`config.mk`:
```
export PLATFORM = sky130hd
export DESIGN_NAME = lru_page_replacement
export DESIGN_NICKNAME = d
export VERILOG_FILES = /design/src/sv/lru_pkg.sv /design/src/sv/lru_core.sv /design/src/sv/lru_page_replacement.sv
export VERILOG_INCLUDE_DIRS = /design/src /design/src/sv
export SDC_FILE = /design/constraint.sdc
export NUM_CORES = 1
export LEC_CHECK = 0
export ABC_AREA = 1
export BUFFER_PORTS_ARGS = -buffer_cell sky130_fd_sc_hd__buf_2
export CORE_ASPECT_RATIO = 1.2
export CORE_MARGIN = 5
export CORE_UTILIZATION = 55
export DETAILED_ROUTE_END_ITERATION = 8
export HOLD_SLACK_MARGIN = 0.1
export PLACE_DENSITY = 0.75
export SLEW_MARGIN = 5
export SYNTH_ARGS = -nofsm -noshare
export SYNTH_HDL_FRONTEND = slang
export SYNTH_HIERARCHICAL = 1
export SYNTH_SLANG_ARGS = --single-unit
```
`constraint.sdc`:
```
create_clock -name clk -period 8.85 [get_ports clk]
set_clock_uncertainty 0.2 [all_clocks]
set_input_delay 0.885 -clock clk [delete_from_list [all_inputs] [get_ports clk]]
set_output_delay 0.885 -clock clk [all_outputs]
set_load 0.005 [all_outputs]
```
`src/sv/assert_macros.svh`:
```
// Assertion macros shared by the LRU replacement files.
// Checks compile away when SYNTHESIS is defined.
`ifndef ASSERT_MACROS_SVH
`define ASSERT_MACROS_SVH
`ifndef SYNTHESIS
`define ASSERT_IMPL(label, prop, msg) \
  label: assert property (@(posedge clk) disable iff (rst) prop) else $error(msg);
`define ASSERT_ALWAYS(label, expr, msg) \
  label: assert property (@(posedge clk) disable iff (rst) (expr)) else $error(msg);
`else
`define ASSERT_IMPL(label, prop, msg)
`define ASSERT_ALWAYS(label, expr, msg)
`endif
`endif

```
`src/sv/lru_pkg.sv`:
```
// Package for the LRU page replacement block: sizes and shared types.
// No dependencies.
package lru_pkg;
  localparam int FRAMES = 8;
  localparam int PAGES = 256;
  localparam int PAGE_W = 8;
  localparam int CNT_W = 4;
  localparam int IDX_W = (FRAMES > 1) ? $clog2(FRAMES) : 1;

  typedef logic [PAGE_W-1:0] page_t;
  typedef logic [CNT_W-1:0] cnt_t;

  // result of one reference, handed from the core to the output stage
  typedef struct packed {
    logic  hit;
    logic  evicted;
    page_t evicted_page;
    cnt_t  frames_used;
  } lru_res_t;
endpackage

```
`src/sv/lru_core.sv`:
```
// Recency list held in a memory with a registered read, read-modify-write.
// Depends on lru_pkg and assert_macros.svh.
`include "assert_macros.svh"
module lru_core
  import lru_pkg::*;
(
  input  logic     clk,
  input  logic     rst,
  input  logic     start,
  input  page_t    page,
  input  cnt_t     limit,
  output logic     busy,
  output logic     done,
  output lru_res_t res
);
  typedef enum logic [3:0] {
    S_IDLE  = 4'b0001,
    S_READ  = 4'b0010,
    S_WRITE = 4'b0100,
    S_DONE  = 4'b1000
  } state_t;

  state_t state;
  page_t  mem [FRAMES];
  page_t  rd_data;
  logic [IDX_W:0] rd_idx;   // next entry to read
  logic [IDX_W:0] wr_idx;   // entry being written
  logic [IDX_W:0] count;
  logic   found;
  page_t  carry;            // value moving one place down the list
  page_t  cur_page;
  cnt_t   cur_limit;
  logic   evicted;
  page_t  ev_page;

  // memory: one write, one registered read
  logic   mem_we;
  page_t  mem_wd;
  always_ff @(posedge clk) begin
    if (mem_we) mem[wr_idx[IDX_W-1:0]] <= mem_wd;
    rd_data <= mem[rd_idx[IDX_W-1:0]];
  end

  // walk: read entry i, write carry into i, carry becomes old entry
  logic last_entry;
  assign last_entry = (wr_idx + 1'b1 == count);
  always_comb begin
    mem_we = 1'b0;
    mem_wd = carry;
    if (state == S_WRITE) mem_we = 1'b1;
  end

  always_ff @(posedge clk) begin
    if (rst) begin
      state <= S_IDLE;
      count <= '0;
    end else begin
      unique case (state)
        S_IDLE: if (start) begin
          cur_page <= page;
          cur_limit <= limit;
          carry <= page;
          found <= 1'b0;
          evicted <= 1'b0;
          ev_page <= '0;
          rd_idx <= '0;
          wr_idx <= '0;
          if (count == 0) state <= S_WRITE;
          else state <= S_READ;
        end
        S_READ: state <= S_WRITE;
        S_WRITE: begin
          // rd_data holds old entry wr_idx (or stale when beyond list)
          if (wr_idx >= count) begin
            count <= count + 1'b1;
            state <= S_DONE;
          end else if (rd_data == cur_page) begin
            found <= 1'b1;
            state <= S_DONE;
          end else if (last_entry && ({1'b0, count} >= {1'b0, cur_limit})) begin
            evicted <= 1'b1;
            ev_page <= rd_data;
            state <= S_DONE;
          end else begin
            carry <= rd_data;
            wr_idx <= wr_idx + 1'b1;
            rd_idx <= wr_idx + 1'b1;
            if (wr_idx + 1'b1 >= count) state <= S_WRITE;
            else state <= S_READ;
          end
        end
        S_DONE: state <= S_IDLE;
        default: state <= S_IDLE;
      endcase
    end
  end

  assign busy = (state != S_IDLE);
  assign done = (state == S_DONE);
  assign res.hit = found;
  assign res.evicted = evicted;
  assign res.evicted_page = ev_page;
  assign res.frames_used = count[CNT_W-1:0];

  `ASSERT_ALWAYS(a_count_max, count <= FRAMES, "count above frames")
  `ASSERT_IMPL(a_one_flag, done |-> !(found && evicted), "hit and eviction together")
  `ASSERT_IMPL(a_start_idle, start && !busy |=> busy, "start not taken")
endmodule

```
`src/sv/lru_page_replacement.sv`:
```
// Top level of the LRU page replacement block: handshakes, limit register.
// Depends on lru_pkg, lru_core and assert_macros.svh.
//
//  channel   signals                                        direction
//  input     in_valid in_ready page_number                  in
//  result    out_valid out_ready hit evicted evicted_page   out
//            frames_used
//  config    cfg_we cfg_data (frames_in_use)                in
//
// An item walks the list one entry at a time, a read then a write per entry,
// and one more write when a miss appends to a list with room; no new item
// is accepted until the core has finished the current one.
// A hit stops the walk at the match; a miss on a full list at the last entry.
// Reset empties the list and sets the limit to FRAMES; no clearing pass.
// A result waits in the output register; no item enters until it is taken.
`include "assert_macros.svh"
module lru_page_replacement
  import lru_pkg::*;
(
  input  logic  clk,
  input  logic  rst,
  input  logic  in_valid,
  output logic  in_ready,
  input  page_t page_number,
  output logic  out_valid,
  input  logic  out_ready,
  output logic  hit,
  output logic  evicted,
  output page_t evicted_page,
  output cnt_t  frames_used,
  input  logic  cfg_we,
  input  cnt_t  cfg_data
);
  cnt_t frames_in_use;
  cnt_t limit;
  logic busy, done;
  lru_res_t res;
  lru_res_t out_r;

  always_ff @(posedge clk) begin
    if (rst) frames_in_use <= cnt_t'(FRAMES);
    else if (cfg_we) frames_in_use <= cfg_data;
  end

  // clamp limit to 1..FRAMES
  always_comb begin
    limit = frames_in_use;
    if (limit == '0) limit = cnt_t'(1);
    if ({1'b0, limit} > (CNT_W+1)'(FRAMES)) limit = cnt_t'(FRAMES);
  end

  // accept only when a finishing result has room
  assign in_ready = !busy && !(out_valid && !out_ready);

  lru_core u_core (
    .clk(clk), .rst(rst), .start(in_valid && in_ready), .page(page_number),
    .limit(limit), .busy(busy), .done(done), .res(res)
  );

  always_ff @(posedge clk) begin
    if (rst) out_valid <= 1'b0;
    else if (done) out_valid <= 1'b1;
    else if (out_ready) out_valid <= 1'b0;
    if (done) out_r <= res;
  end

  assign hit = out_r.hit;
  assign evicted = out_r.evicted;
  assign evicted_page = out_r.evicted_page;
  assign frames_used = out_r.frames_used;

  `ASSERT_IMPL(a_no_overrun, done |-> !out_valid || $past(out_ready), "result overrun")
  `ASSERT_IMPL(a_ev_zero, out_valid && !evicted |-> evicted_page == '0, "stray page")
  `ASSERT_IMPL(a_used_nz, out_valid |-> frames_used != '0, "empty after item")
endmodule
```
### Word-level counts from Yosys, hierarchy flattened

Memories as Yosys holds them, arrays and structs flattened. A register that Yosys moved wholly into a read port is not among the register bits.
Index checks and enable logic that the tools add are counted.

* flip-flop bits (word level): 61
* bits in writable memories: 64
* input bits: 17
* output and inout bits: 16
* word-level logic and storage cells: 88
* memories kept: 1

Memory list
* u_core.mem: depth 8, width 8, rd ports 1, clocked after memory_dff 1, write ports 1, RTL line lru_core.sv:24 `page_t mem [FRAMES];`

* add/subtract/negate cells: 2
* magnitude comparators: 4
* eq/ne operators: 13
* muxes and demuxes: 36
* bitwise gates (word level): 1
* reduce and logical (&&, ||, !) cells: 16

Operators by type and width (number)
* $mux 8: 8
* $mux 4: 9
* $pmux 8 s2: 2
* $ge 4x4->1: 3
* $pmux 4 s3: 1
* $reduce_and 6->1: 2
* $mux 1: 11
* $ne 2x2->1 const B: 5
* $add 4x1->4 const B: 2
* $eq 8x8->1: 1
* $logic_not 4->1: 2
* $pmux 4 s2: 1
* $mux 3: 2
* $reduce_and 5->1: 1
* $eq 4x1->1 const B: 1
* $eq 4x2->1 const B: 1
* $eq 4x3->1 const B: 1
* $eq 4x4->1: 1
* $eq 4x4->1 const B: 1
* $gt 4x4->1 const B: 1
* $logic_and 1x1->1: 4
* $ne 4x1->1 const B: 1
* $pmux 1 s2: 2
* $reduce_bool 2->1: 2
* other kinds (5): 7

### Logic depth before layout (Yosys ltp)

Gate-level depths: netlist of the first run.

* word-level depth: 7
* gate-level depth with buffers: 14
* mapped depth without buffers: 13

### By module

The synthesis of the first run kept the hierarchy.

Modules (own cells, without submodules)
* lru_core: instances 1, cells each 426, area each 4809.6 sq um, sequential area each 3263.1 sq um
* lru_page_replacement: instances 1, cells each 50, area each 643.1 sq um, sequential area each 520.5 sq um

### Least setup slack after synthesis of the first run

OpenSTA, ideal clock, no wires.

* path type: register to register
* start: reg u_core.wr_idx[1]
* end: reg u_core.carry[0], enable pin
* setup time: 0.385 ns
* arrival time: 2.255 ns
* data required time: 8.265 ns
* setup slack: 6.011 ns
* cell stages (with the launch flop): 12
* path buffers: 0
* clock period less this slack: 2.839 ns
* cell sequence: edfxtp_1 nand2_1 inv_1 nand2_1 xor2_1 inv_1 ha_1 nand2_1 nor3_1 nand2_1 nand3_1 a21oi_1

* longest elaborated chain between the ends: 5
* elaborated cells on any way between the ends: 7
* those cells by class: add/sub: 1; order compare: 1; eq/ne: 3; reduce/logical: 2

RTL lines
* start, declared: RTL line lru_core.sv:27 `logic [IDX_W:0] wr_idx;`
* start signal, assigned: RTL line lru_core.sv:86 `wr_idx <= wr_idx + 1'b1;`
* $add 4x1->4: RTL line lru_core.sv:46 `assign last_entry = (wr_idx + 1'b1 == count);`
* $eq 4x4->1: RTL line lru_core.sv:46
* $logic_and 1x1->1: RTL line lru_core.sv:80 `end else if (last_entry && ({1'b0, count} >= {1'b0, cur_limit})) begin`
* $ne 2x2->1 (no source line)
* $reduce_and 6->1 (no source line) (*)
* end signal, assigned: RTL line lru_core.sv:62 `carry <= page;`
* end signal, assigned: RTL line lru_core.sv:85 `carry <= rd_data;`
* end, declared: RTL line lru_core.sv:30 `page_t carry;`

Every way passes the cells marked *; elsewhere a longest branch is shown, timed or not.
A chain may end at the register's enable or synchronous reset.

### Worst setup path after layout of the first run

* start: reg u_core.wr_idx[0]
* end: reg u_core.carry[6], enable pin

Same word-level chain as after synthesis.

==> run_results.csv, run 1 <==
group,metric,value,unit
run_status,status,"complete, no violations",
clock_network,clockRootBuffer,"clkbuf_16",
timing,fin_crit_sh,48.5,%
global_routing,grt_usage,18.7,%
critical_path,crit_fanout,34,
detailed_routing,vias,3556,
place,globalplace.congestion,0.822,
timing,rsz0062_at_grt,"no",
yosys,synthFlopType,"edfxtp_1",
pwr,leakagePower,0.00249,µW
clock_network,cts_setup_buffers,0,
hold_path,hold_class,"flip-flop to flip-flop",
global_routing,grt_antenna_before_repair,0,
timing,fin_setup_tns,0,ns
run,maxCapViolCount,0,
clock_network,cts_tree,"done",
yosys,yosys_warnings,6,
finish,fin_nets,551,
finish,drive_above_1_share,15.4,%
clock_network,cts_resized,0,
yosys,synthCells,476,
finish,diodes,0,
critical_path,reg2regPathDepth,7,
critical_path,cp_data_required_time,8.68,ns
timing,worst_slack,4.55,ns
detailed_routing,drc,0,
clock_network,cts_buffers,17,
yosys,ys_ff_latch,133,
yosys,yosysMostFrequentCell,"edfxtp_1",
pwr,fin_total_pwr,1790,µW
clock_network,holdBufCountCts,0,
yosys,async_reset_ff_share,0,%
global_routing,grt_pass1_vias,3539,
finish,design_area,6330,µm²
critical_path,reg2reg_to,"u_core/carry[6]$_DFFE_PP_",
yosys,seq_area_frac_synth,69.4,%
detailed_routing,drt_iter0_markers,295,
timing,fmax,233,MHz
place,io_buffers,32,
critical_path,path_cells,"inv_1, ha_1, nand2_1, nor2_1, nor2_2, nand3_1, a21oi_1",
timing,slew_viol_final,0,
timing,fin_hold_ws,0.227,ns
place,dp_hpwl,7.26,mm
place,placed_area,5750,µm²
timing,finalHoldViolCount,0,
yosys,synth_top_area_share,61.7,%
critical_path,crit_arrival,4.12,ns
yosys,syn_area_per_cell,11.5,µm²
clock_network,clockBufferDepth,2,
yosys,yosys-top-cells-area,"edfxtp_1 62%, dfxtp_1 7.7%, nor2_1 6.4%",
pwr,p_per_area,283,nW/µm²
clock_network,clkTransAtPathRegs,0.06,ns
critical_path,critPathLaunchType,"flip-flop",
timing,fin_crit,4.30,ns
yosys,ys_top_cells_by_count,"112 x edfxtp_1, 93 x nor2_1, 61 x nand2_1, 56 x inv_1, 41 x o21ai_0",
hold_path,min_from,"u_core/found$_DFFE_PP_",
yosys,postSynthNetCount,508,
timing,setup_violations,0,
critical_path,path_buf_inv,1,
global_routing,grt_pass1_wl,17.1,mm
critical_path,crit_family,"flip-flops",
hold_path,min_to,"hit$_DFFE_PP_",
critical_path,reg2reg_slack,4.55,ns
yosys,netlist_area,5450,µm²
critical_path,r2r-start,"u_core/wr_idx[0]$_SDFFCE_PN0P_",
floorplanning,start_util,56.7,%
global_routing,grt_start_max_net_pins,37,
pwr,vdd_drop_max,0.000136,V
clock_network,clock-sinks,133,
detailed_routing,via_per_inst,5.43,
floorplanning,die_h,119,µm
floorplanning,fp-row-count,39,
critical_path,crit_path_end_kind,"flip-flop",
detailed_routing,wl_per_cell,16.6,µm
yosys,synth-edff-count,112,
yosys,yosysTopAreaCell,"edfxtp_1",
finish,fill_cells,649,
finish,multiInputGateArea,1390,µm²
finish,area_growth_syn_to_layout,16.1,%
critical_path,critPathMaxStageDelay,1.08,ns
place,place_ws,4.67,ns
detailed_routing,wl,10.8,mm
yosys,yosysUniqueCellTypes,31,
detailed_routing,drtPass1Iterations,5,
critical_path,cp-startpoint,"u_core/wr_idx[0]$_SDFFCE_PN0P_",
critical_path,cp_slowest_cell,"edfxtp_1",
floorplanning,fp.coreArea,9610,µm²
clock_network,clkLatencyLatePin,0.42,ns
timing,worst-slew-pin-transition,1.14,ns
clock_network,htreeDepth,4,
floorplanning,dieArea,12000,µm²
detailed_routing,postRouteAntennaNets,0,
critical_path,path_class,"flip-flop to flip-flop",
finish,register_area,3780,µm²
global_routing,gr-total-overflow,0,
hold_path,min_delay_path_depth,0,
floorplanning,die_x,101,µm
timing,relSlewSlack,23.5,%
floorplanning,num_io_pins,33,
-- stage by stage --
| stage | cells | util [%] |
|---|---|---|
| finish | 655 | 65.9 |
| global route | 655 | 65.9 |
| CTS | 655 | 65.9 |
| detailed placement | 623 | 59.8 |
| global placement | 623 | 59.8 |
| floorplan | 476 | - |
-- cell families after synthesis --
| family | share of synthesized area [%] |
|---|---|
| AO/OA/AOI/OAI | 6.72 |
| XOR/XNOR | 0.964 |
| adder cells (fa/ha/maj) | 3.44 |
| buffers and inverters | 5.30 |
| flip-flops | 69.4 |
| AND/OR/NAND/NOR | 14.2 |
-- worst reg2reg max path, delay by kind of cell, from the launching register on --
kind                     cells  cell delay [ns]
AO/OA/AOI/OAI                1             0.87
AND/OR/NAND/NOR              4             0.43
flip-flops                   1             1.08
buffers and inverters        1             0.78
adder cells (fa/ha/maj)      1             0.55
-- area by class of cell --
| class | instances | area share, % |
|---|---|---|
| Clock inverter | 15 | 2.45 |
| Tap cell | 123 | 2.43 |
| Multi-Input combinational cell | 270 | 22.0 |
| Inverter | 61 | 3.66 |
| Sequential cell | 133 | 59.8 |
| Clock buffer | 17 | 6.72 |
| Timing Repair Buffer | 36 | 3.00 |
-- flip-flops by register name, indices dropped and copies added (netlist names), 4 cells and up --
register	flops
u_core/mem	64
evicted_page	8
u_core/carry	8
u_core/cur_page	8
u_core/ev_page	8
u_core/rd_data	8
frames_in_use	4
frames_used	4
u_core/count	4
u_core/cur_limit	4
u_core/state	4
u_core/wr_idx	4
-- cell usage in the layout, fill, tap and decap left out --
cell | netlist | final
edfxtp_1 | 112 | 112
a211oi_1 | 1 | 1
nand2_2 | 2 | 2
nor2_4 | 1 | 1
clkbuf_16 | 0 | 17
nor3_1 | 6 | 5
inv_2 | 3 | 3
dfxtp_1 | 21 | 21
nor3_2 | 1 | 2
nor2_1 | 93 | 93
o2111ai_1 | 7 | 7
xnor2_1 | 3 | 3
clkinv_2 | 0 | 1
ha_1 | 15 | 15
inv_4 | 1 | 1
inv_6 | 0 | 4
clkinv_4 | 0 | 2
xor2_1 | 3 | 3
clkinvlp_4 | 0 | 4
a21oi_2 | 1 | 1
buf_4 | 2 | 4
nor3_4 | 1 | 1
nand4_1 | 3 | 3
nand4_4 | 1 | 1
inv_1 | 56 | 56
nand2_1 | 61 | 61
bufinv_16 | 0 | 2
nand3_1 | 10 | 10
nor2_2 | 2 | 2
clkinv_1 | 1 | 3
o21ai_0 | 41 | 41
or2_2 | 1 | 1
nor4_2 | 0 | 1
a21oi_1 | 15 | 15
a22o_1 | 1 | 1
buf_2 | 4 | 32
-- where the power goes --
part	internal, µW	switching [µW]
sequential	773	58.6
combinational	87.5	191
clock	415	265
total	1280	515
-- per-layer routing --
metal | GRT usage [%] | share of wire, %
met3 | 5.56 | 6.8
met1 | 22.5 | 40
met4 | 8.98 | 3.1
met5 | 0 | 0
met2 | 30.6 | 50
-- worst max-delay path by stage --
stage | to | slack (ns) | cells after the start
final | u_core/carry[6]$_DFFE_PP_ | 4.55 | 7
after global routing | u_core/carry[6]$_DFFE_PP_ | 4.28 | 7
after CTS | u_core/wr_idx[2]$_SDFFCE_PN0P_ | 4.63 | 7
after detailed placement | u_core/carry[0]$_DFFE_PP_ | 4.67 | 7
after global placement | u_core/carry[0]$_DFFE_PP_ | 4.82 | 7
after floorplan | u_core/carry[0]$_DFFE_PP_ | 6.01 | 11
No activity file was read; power rests on OpenSTA's default activity.
==> run 2, diff against run 1 <==
--- a/config.mk
+++ b/config.mk
@@ -6,7 +6,7 @@
 export SDC_FILE = /design/constraint.sdc
 export NUM_CORES = 1
 export LEC_CHECK = 0
-export ABC_AREA = 1
+export ABC_AREA = 0
 export BUFFER_PORTS_ARGS = -buffer_cell sky130_fd_sc_hd__buf_2
 export CORE_ASPECT_RATIO = 1.2
 export CORE_MARGIN = 5
==> constraint.sdc (replaced) <==
create_clock -name clk -period 4.17 [get_ports clk]
set_clock_uncertainty 0.2 [all_clocks]
set_input_delay 0.417 -clock clk [delete_from_list [all_inputs] [get_ports clk]]
set_output_delay 0.417 -clock clk [all_outputs]
set_load 0.005 [all_outputs]
==> run_results.csv, run 2 <==
group,metric,value,unit
run_status,status,"complete, no violations",
clock_network,cts_tree,"done",
finish,layout_commonest_cell,"edfxtp_1",
yosys,synthCells,323,
finish,diodes,0,
yosys,postSynthNetCount,355,
clock_network,clockBufferDepth,2,
yosys,netlist_area,5420,µm²
finish,area_growth_syn_to_layout,18.1,%
yosys,yosysUniqueCellTypes,53,
yosys,yosysTopAreaCell,"edfxtp_1",
critical_path,crit_path_end_kind,"flip-flop",
floorplanning,die_h,119,µm
timing,fin_crit_sh,76.7,%
place,dp_hpwl,6.82,mm
detailed_routing,vias,2985,
timing,fin_hold_ws,0.117,ns
run,maxCapViolCount,0,
pwr,fin_total_pwr,3250,µW
clock_network,cts_buffers,17,
floorplanning,dieArea,11900,µm²
floorplanning,start_util,56.6,%
yosys,syn_area_per_cell,16.8,µm²
pwr,vdd_drop_max,0.000347,V
critical_path,critPathLaunchType,"flip-flop",
detailed_routing,postRouteAntennaNets,0,
critical_path,crit_fanout,21,
timing,fin_setup_tns,0,ns
detailed_routing,wl,10.4,mm
global_routing,gr-total-overflow,0,
timing,fmax,313,MHz
clock_network,clkTransAtPathRegs,0.05,ns
timing,worst-slew-pin-transition,0.986,ns
place,place_ws,0.991,ns
global_routing,grt_start_max_net_pins,22,
yosys,ys_ff_latch,133,
yosys,async_reset_ff_share,0,%
detailed_routing,drc,0,
global_routing,grt_antenna_before_repair,0,
pwr,leakagePower,0.00228,µW
clock_network,cts_setup_buffers,0,
clock_network,clock-sinks,133,
critical_path,critPathMaxStageDelay,0.97,ns
critical_path,cp_data_required_time,4.07,ns
clock_network,cts_resized,0,
detailed_routing,drtPass1Iterations,4,
critical_path,path_class,"flip-flop to flip-flop",
critical_path,path_cells,"ha_1, xor2_1, ha_1, nand3_1, a211o_1, nor2_1, a31o_2",
yosys,synthFlopType,"edfxtp_1",
global_routing,grt_pass1_wl,16.6,mm
detailed_routing,drt_iter0_markers,287,
yosys,seq_area_frac_synth,69.9,%
floorplanning,num_io_pins,33,
yosys,yosys-top-cells-area,"edfxtp_1 62%, dfxtp_1 7.8%, mux4_2 6.7%",
yosys,yosys_warnings,6,
global_routing,grt_usage,18.9,%
place,globalplace.congestion,0.856,
critical_path,crit_arrival,3.10,ns
clock_network,holdBufCountCts,12,
place,io_buffers,32,
global_routing,grt_pass1_vias,3122,
timing,relSlewSlack,34.0,%
finish,fin_nets,408,
yosys,ys_top_cells_by_count,"112 x edfxtp_1, 21 x dfxtp_1, 18 x nor2_1, 16 x mux4_2, 15 x ha_1",
critical_path,cpMostUsedCell,"ha_1",
timing,finalHoldViolCount,0,
yosys,yosysMostFrequentCell,"edfxtp_1",
finish,instances_no_fill,512,
finish,layout_common_cells,"112 x edfxtp_1, 32 x buf_2, 21 x dfxtp_1",
finish,drive_above_1_share,26.7,%
timing,fin_crit,3.20,ns
critical_path,reg2reg_slack,0.97,ns
timing,slew_viol_final,0,
floorplanning,fp-row-count,39,
pwr,p_per_area,508,nW/µm²
yosys,synth_top_area_share,62.1,%
finish,largest_register_ffs,64,
clock_network,clockRootBuffer,"clkbuf_16",
clock_network,htreeDepth,4,
timing,rsz0062_at_grt,"no",
place,dpl.cell_count,468,
timing,worst_slack,0.972,ns
floorplanning,die_x,101,µm
yosys,synth-edff-count,112,
clock_network,clkLatencyLatePin,0.42,ns
floorplanning,fp.coreArea,9560,µm²
detailed_routing,wl_per_cell,20.2,µm
timing,setup_violations,0,
detailed_routing,via_per_inst,5.83,
critical_path,cp_slowest_cell,"edfxtp_1",
hold_path,hold_class,"input pin to flip-flop",
[run 2: changes by cell type after synthesis, moves of 12 or more]
cell	previous run	this run
o21ai_0	41	4
mux4_2	0	16
a21oi_1	15	3
inv_1	56	11
nor2_1	93	18
and2_1	0	12
nand2_1	61	7
[run 2: kinds of logic (layout without fill, tap and decap cells)]
logic type                 Yosys count  in the layout  synth area share [%]
DFF                                133            133                  69.9
and+or+nand+nor                     74             74                  8.18
AOI/OAI and AO/OA                   34             34                  4.76
muxes                               29             29                  9.36
buffers and inverters               27             93                  2.59
adders and majority gates           15             15                  3.47
xor gates and xnor gates            11             11                  1.78
[run 2: per-stage QoR]
stage                     cell area [µm²]  utilization, %
after floorplan                      5420               -
after global placement               5680            59.4
after detailed placement             5680            59.4
after CTS                            6390            66.8
after global routing                 6390            66.8
final                                6390            66.8
[run 2: layout make-up]
cell class              instances  area (µm²)
repair buffers                 49         318
flip-flops and latches        133        3780
clock buffers                  19         433
multi-input cells             163        1500
well taps                     123         154
clock inverters                13         156
fillers                       646        3170
inverters                      12        46.3
[run 2: metal layers]
layer	wire, µm	up-vias	global-route usage (%)
met4	176	0	8.51
met3	561	12	4.07
met1	4050	1521	22.9
met2	5580	102	32.0
li1	-	1350	-
met5	0	-	0
[run 2: worst paths after layout]
| path | start | end | cells past startpoint |
|---|---|---|---|
| hold reg to reg | u_core/ev_page[7]$_SDFFCE_PN0P_ | evicted_page[7]$_DFFE_PP_ | 0 |
| hold / removal | cfg_we | frames_in_use[3]$_SDFFE_PP1P_ | 2 |
| setup / recovery | u_core/wr_idx[1]$_SDFFCE_PN0P_ | u_core/ev_page[7]$_SDFFCE_PN0P_ | 7 |
| setup reg to reg | u_core/wr_idx[1]$_SDFFCE_PN0P_ | u_core/ev_page[7]$_SDFFCE_PN0P_ | 7 |
[run 2: power by group]
| group | total [µW] | switching (µW) | internal, µW |
|---|---|---|---|
| sequential | 1560 | 55.7 | 1500 |
| clock | 1470 | 537 | 937 |
| combinational | 212 | 107 | 105 |
| total | 3250 | 700 | 2550 |
[run 2: worst max-delay path: cells and delay by family, from the launching register on]
family	cells	cell delay [ns]
AOI/OAI and AO/OA	2	0.64
and+or+nand+nor	2	0.30
xor gates and xnor gates	1	0.09
DFF	1	0.97
adders and majority gates	2	0.68
==> run 3, diff against run 2 <==
==> constraint.sdc (replaced) <==
create_clock -name clk -period 3 [get_ports clk]
set_clock_uncertainty 0.2 [all_clocks]
set_input_delay 0.3 -clock clk [delete_from_list [all_inputs] [get_ports clk]]
set_output_delay 0.3 -clock clk [all_outputs]
set_load 0.005 [all_outputs]
==> run_results.csv, run 3 (same netlist as run 2, synthesis figures left out) <==
group,metric,value,unit
pwr,clock_power_share,44.6,%
floorplanning,num_io_pins,33,
timing,slew_viol_final,0,
floorplanning,fp-row-count,39,
floorplanning,fp.coreArea,9560,µm²
floorplanning,die_x,101,µm
detailed_routing,drc,0,
finish,largest_register_ffs,64,
critical_path,path_cells,"inv_1, ha_1, nand2b_1, a2111oi_0, o22ai_1, a211oi_2, buf_4",
critical_path,reg2reg_to,"u_core/carry[2]$_DFFE_PP_",
timing,finalHoldViolCount,0,
run_status,status,"complete, no violations",
place,io_buffers,32,
clock_network,clockBufferDepth,2,
clock_network,clockRootBuffer,"clkbuf_16",
clock_network,cts_setup_buffers,0,
critical_path,path_buf_inv,2,
critical_path,reg2reg_slack,0.32,ns
finish,instances_no_fill,535,
detailed_routing,vias,2998,
clock_network,htreeDepth,4,
timing,fin_crit_sh,89.2,%
detailed_routing,drt_iter0_markers,228,
global_routing,grt_start_max_net_pins,19,
place,globalplace.congestion,0.880,
critical_path,crit_family,"compound AO/OA/AOI/OAI gates",
timing,rsz0062_at_grt,"no",
critical_path,endpoint,"u_core/carry[2]$_DFFE_PP_",
timing,fmax,374,MHz
pwr,switching_share,21.7,%
finish,fin_nets,431,
pwr,combPwrFrac,7.5,%
critical_path,crit_path_end_kind,"flip-flop",
critical_path,cp_slowest_cell,"a2111oi_0",
detailed_routing,drtPass1Iterations,4,
clock_network,cts_tree,"done",
timing,setup_violations,0,
finish,drive_above_1_share,29.1,%
global_routing,grt_usage,19.0,%
global_routing,grt_pass1_vias,3198,
finish,diodes,0,
pwr,p_sw,971,µW
pwr,leakagePower,0.00238,µW
floorplanning,die_h,119,µm
place,dpl.cell_count,482,
global_routing,gr-total-overflow,0,
critical_path,reg2regPathDepth,7,
timing,relSlewSlack,54.3,%
finish,layout_commonest_cell,"edfxtp_1",
critical_path,cp_data_required_time,2.91,ns
critical_path,cp.depth,7,
floorplanning,dieArea,11900,µm²
detailed_routing,wl,10.5,mm
critical_path,critPathMaxStageDelay,0.64,ns
timing,fin_hold_ws,0.225,ns
timing,fin_setup_tns,0,ns
floorplanning,start_util,56.6,%
global_routing,grt_pass1_wl,16.6,mm
detailed_routing,via_per_inst,5.60,
detailed_routing,wl_per_cell,19.7,µm
clock_network,cts_buffers,17,
critical_path,critPathLaunchType,"flip-flop",
clock_network,clock-sinks,133,
critical_path,path_class,"flip-flop to flip-flop",
place,dp_hpwl,6.78,mm
clock_network,clkTransAtPathRegs,0.05,ns
pwr,power_frac_seq,47.9,%
finish,area_growth_syn_to_layout,21.5,%
hold_path,hold_class,"flip-flop to flip-flop",
finish,register_area,3780,µm²
pwr,vdd_drop_max,0.000567,V
finish,multiInputGateArea,1500,µm²
critical_path,crit_arrival,2.58,ns
run,maxCapViolCount,0,
timing,worst-slew-pin-transition,0.668,ns
pwr,p_int,3500,µW
clock_network,clkLatencyLatePin,0.41,ns
pwr,fin_total_pwr,4470,µW
pwr,p_per_area,680,nW/µm²
timing,fin_crit,2.68,ns
finish,layout_common_cells,"112 x edfxtp_1, 32 x buf_2, 21 x dfxtp_1, 21 x dlygate4sd3_1, 19 x buf_4",
global_routing,grt_antenna_before_repair,0,
critical_path,r2r-start,"u_core/count[0]$_SDFFE_PP0P_",
critical_path,crit_fanout,12,
detailed_routing,postRouteAntennaNets,0,
finish,fill_cells,613,
critical_path,cp-startpoint,"u_core/count[0]$_SDFFE_PP0P_",
[run 3: what timing repair did]
action | 4_1_cts | 5_1_grt
hold buffers | 21 | 0
gates resized for setup | 0 | 0
hold endpoints to repair | 22 | 0
endpoints found under the setup margin | 0 | 0
[run 3: metal layers]
| layer | track usage (%) | wire length [µm] | up-vias |
|---|---|---|---|
| li1 | - | - | 1396 |
| met1 | 22.7 | 4090 | 1481 |
| met2 | 31.3 | 5450 | 102 |
| met3 | 6.07 | 739 | 19 |
| met4 | 8.09 | 257 | 0 |
| met5 | 0 | 0 | - |
[run 3: stage by stage]
step                      util, %  cell area [µm²]  worst slack [ns]
final                        68.8             6580             0.325
after global routing         68.8             6580             0.143
after CTS                    68.8             6580             0.327
after detailed placement     60.5             5790             0.340
after global placement       60.5             5790             0.441
after floorplan                 -             5420            0.0175
[run 3: worst min-delay path by stage]
| stage | depth (start not counted) | slack [ns] | endpoint | startpoint |
|---|---|---|---|---|
| 5_1_grt | 0 | 0.22 | evicted_page[7]$_DFFE_PP_ | u_core/ev_page[7]$_SDFFCE_PN0P_ |
| 3_5_place_dp | 0 | 0.21 | hit$_DFFE_PP_ | u_core/found$_DFFE_PP_ |
| 4_1_cts | 0 | 0.22 | evicted_page[7]$_DFFE_PP_ | u_core/ev_page[7]$_SDFFCE_PN0P_ |
| 6_report | 0 | 0.23 | hit$_DFFE_PP_ | u_core/found$_DFFE_PP_ |
| 3_3_place_gp | 0 | 0.20 | evicted_page[1]$_DFFE_PP_ | u_core/ev_page[1]$_SDFFCE_PN0P_ |
| 2_1_floorplan | 1 | 0.17 | frames_in_use[0]$_SDFFE_PP0P_ | rst |
[run 3: power groups by stage]
| stage | combinational (µW) | clock, µW | sequential (µW) |
|---|---|---|---|
| detailed placement | 305 | 0 | 2180 |
| CTS | 333 | 2020 | 2140 |
| global placement | 300 | 0 | 2170 |
| floorplan | 229 | 0 | 2160 |
| finish | 334 | 1990 | 2140 |
| global route | 365 | 2120 | 2150 |
[run 3: cell type report]
cell class | count | area share (%)
repair buffers | 72 | 7.80
clock inverters | 11 | 1.94
flip-flops and latches | 133 | 57.5
inverters | 12 | 0.704
clock buffers | 21 | 6.85
multi-input cells | 163 | 22.8
well taps | 123 | 2.34
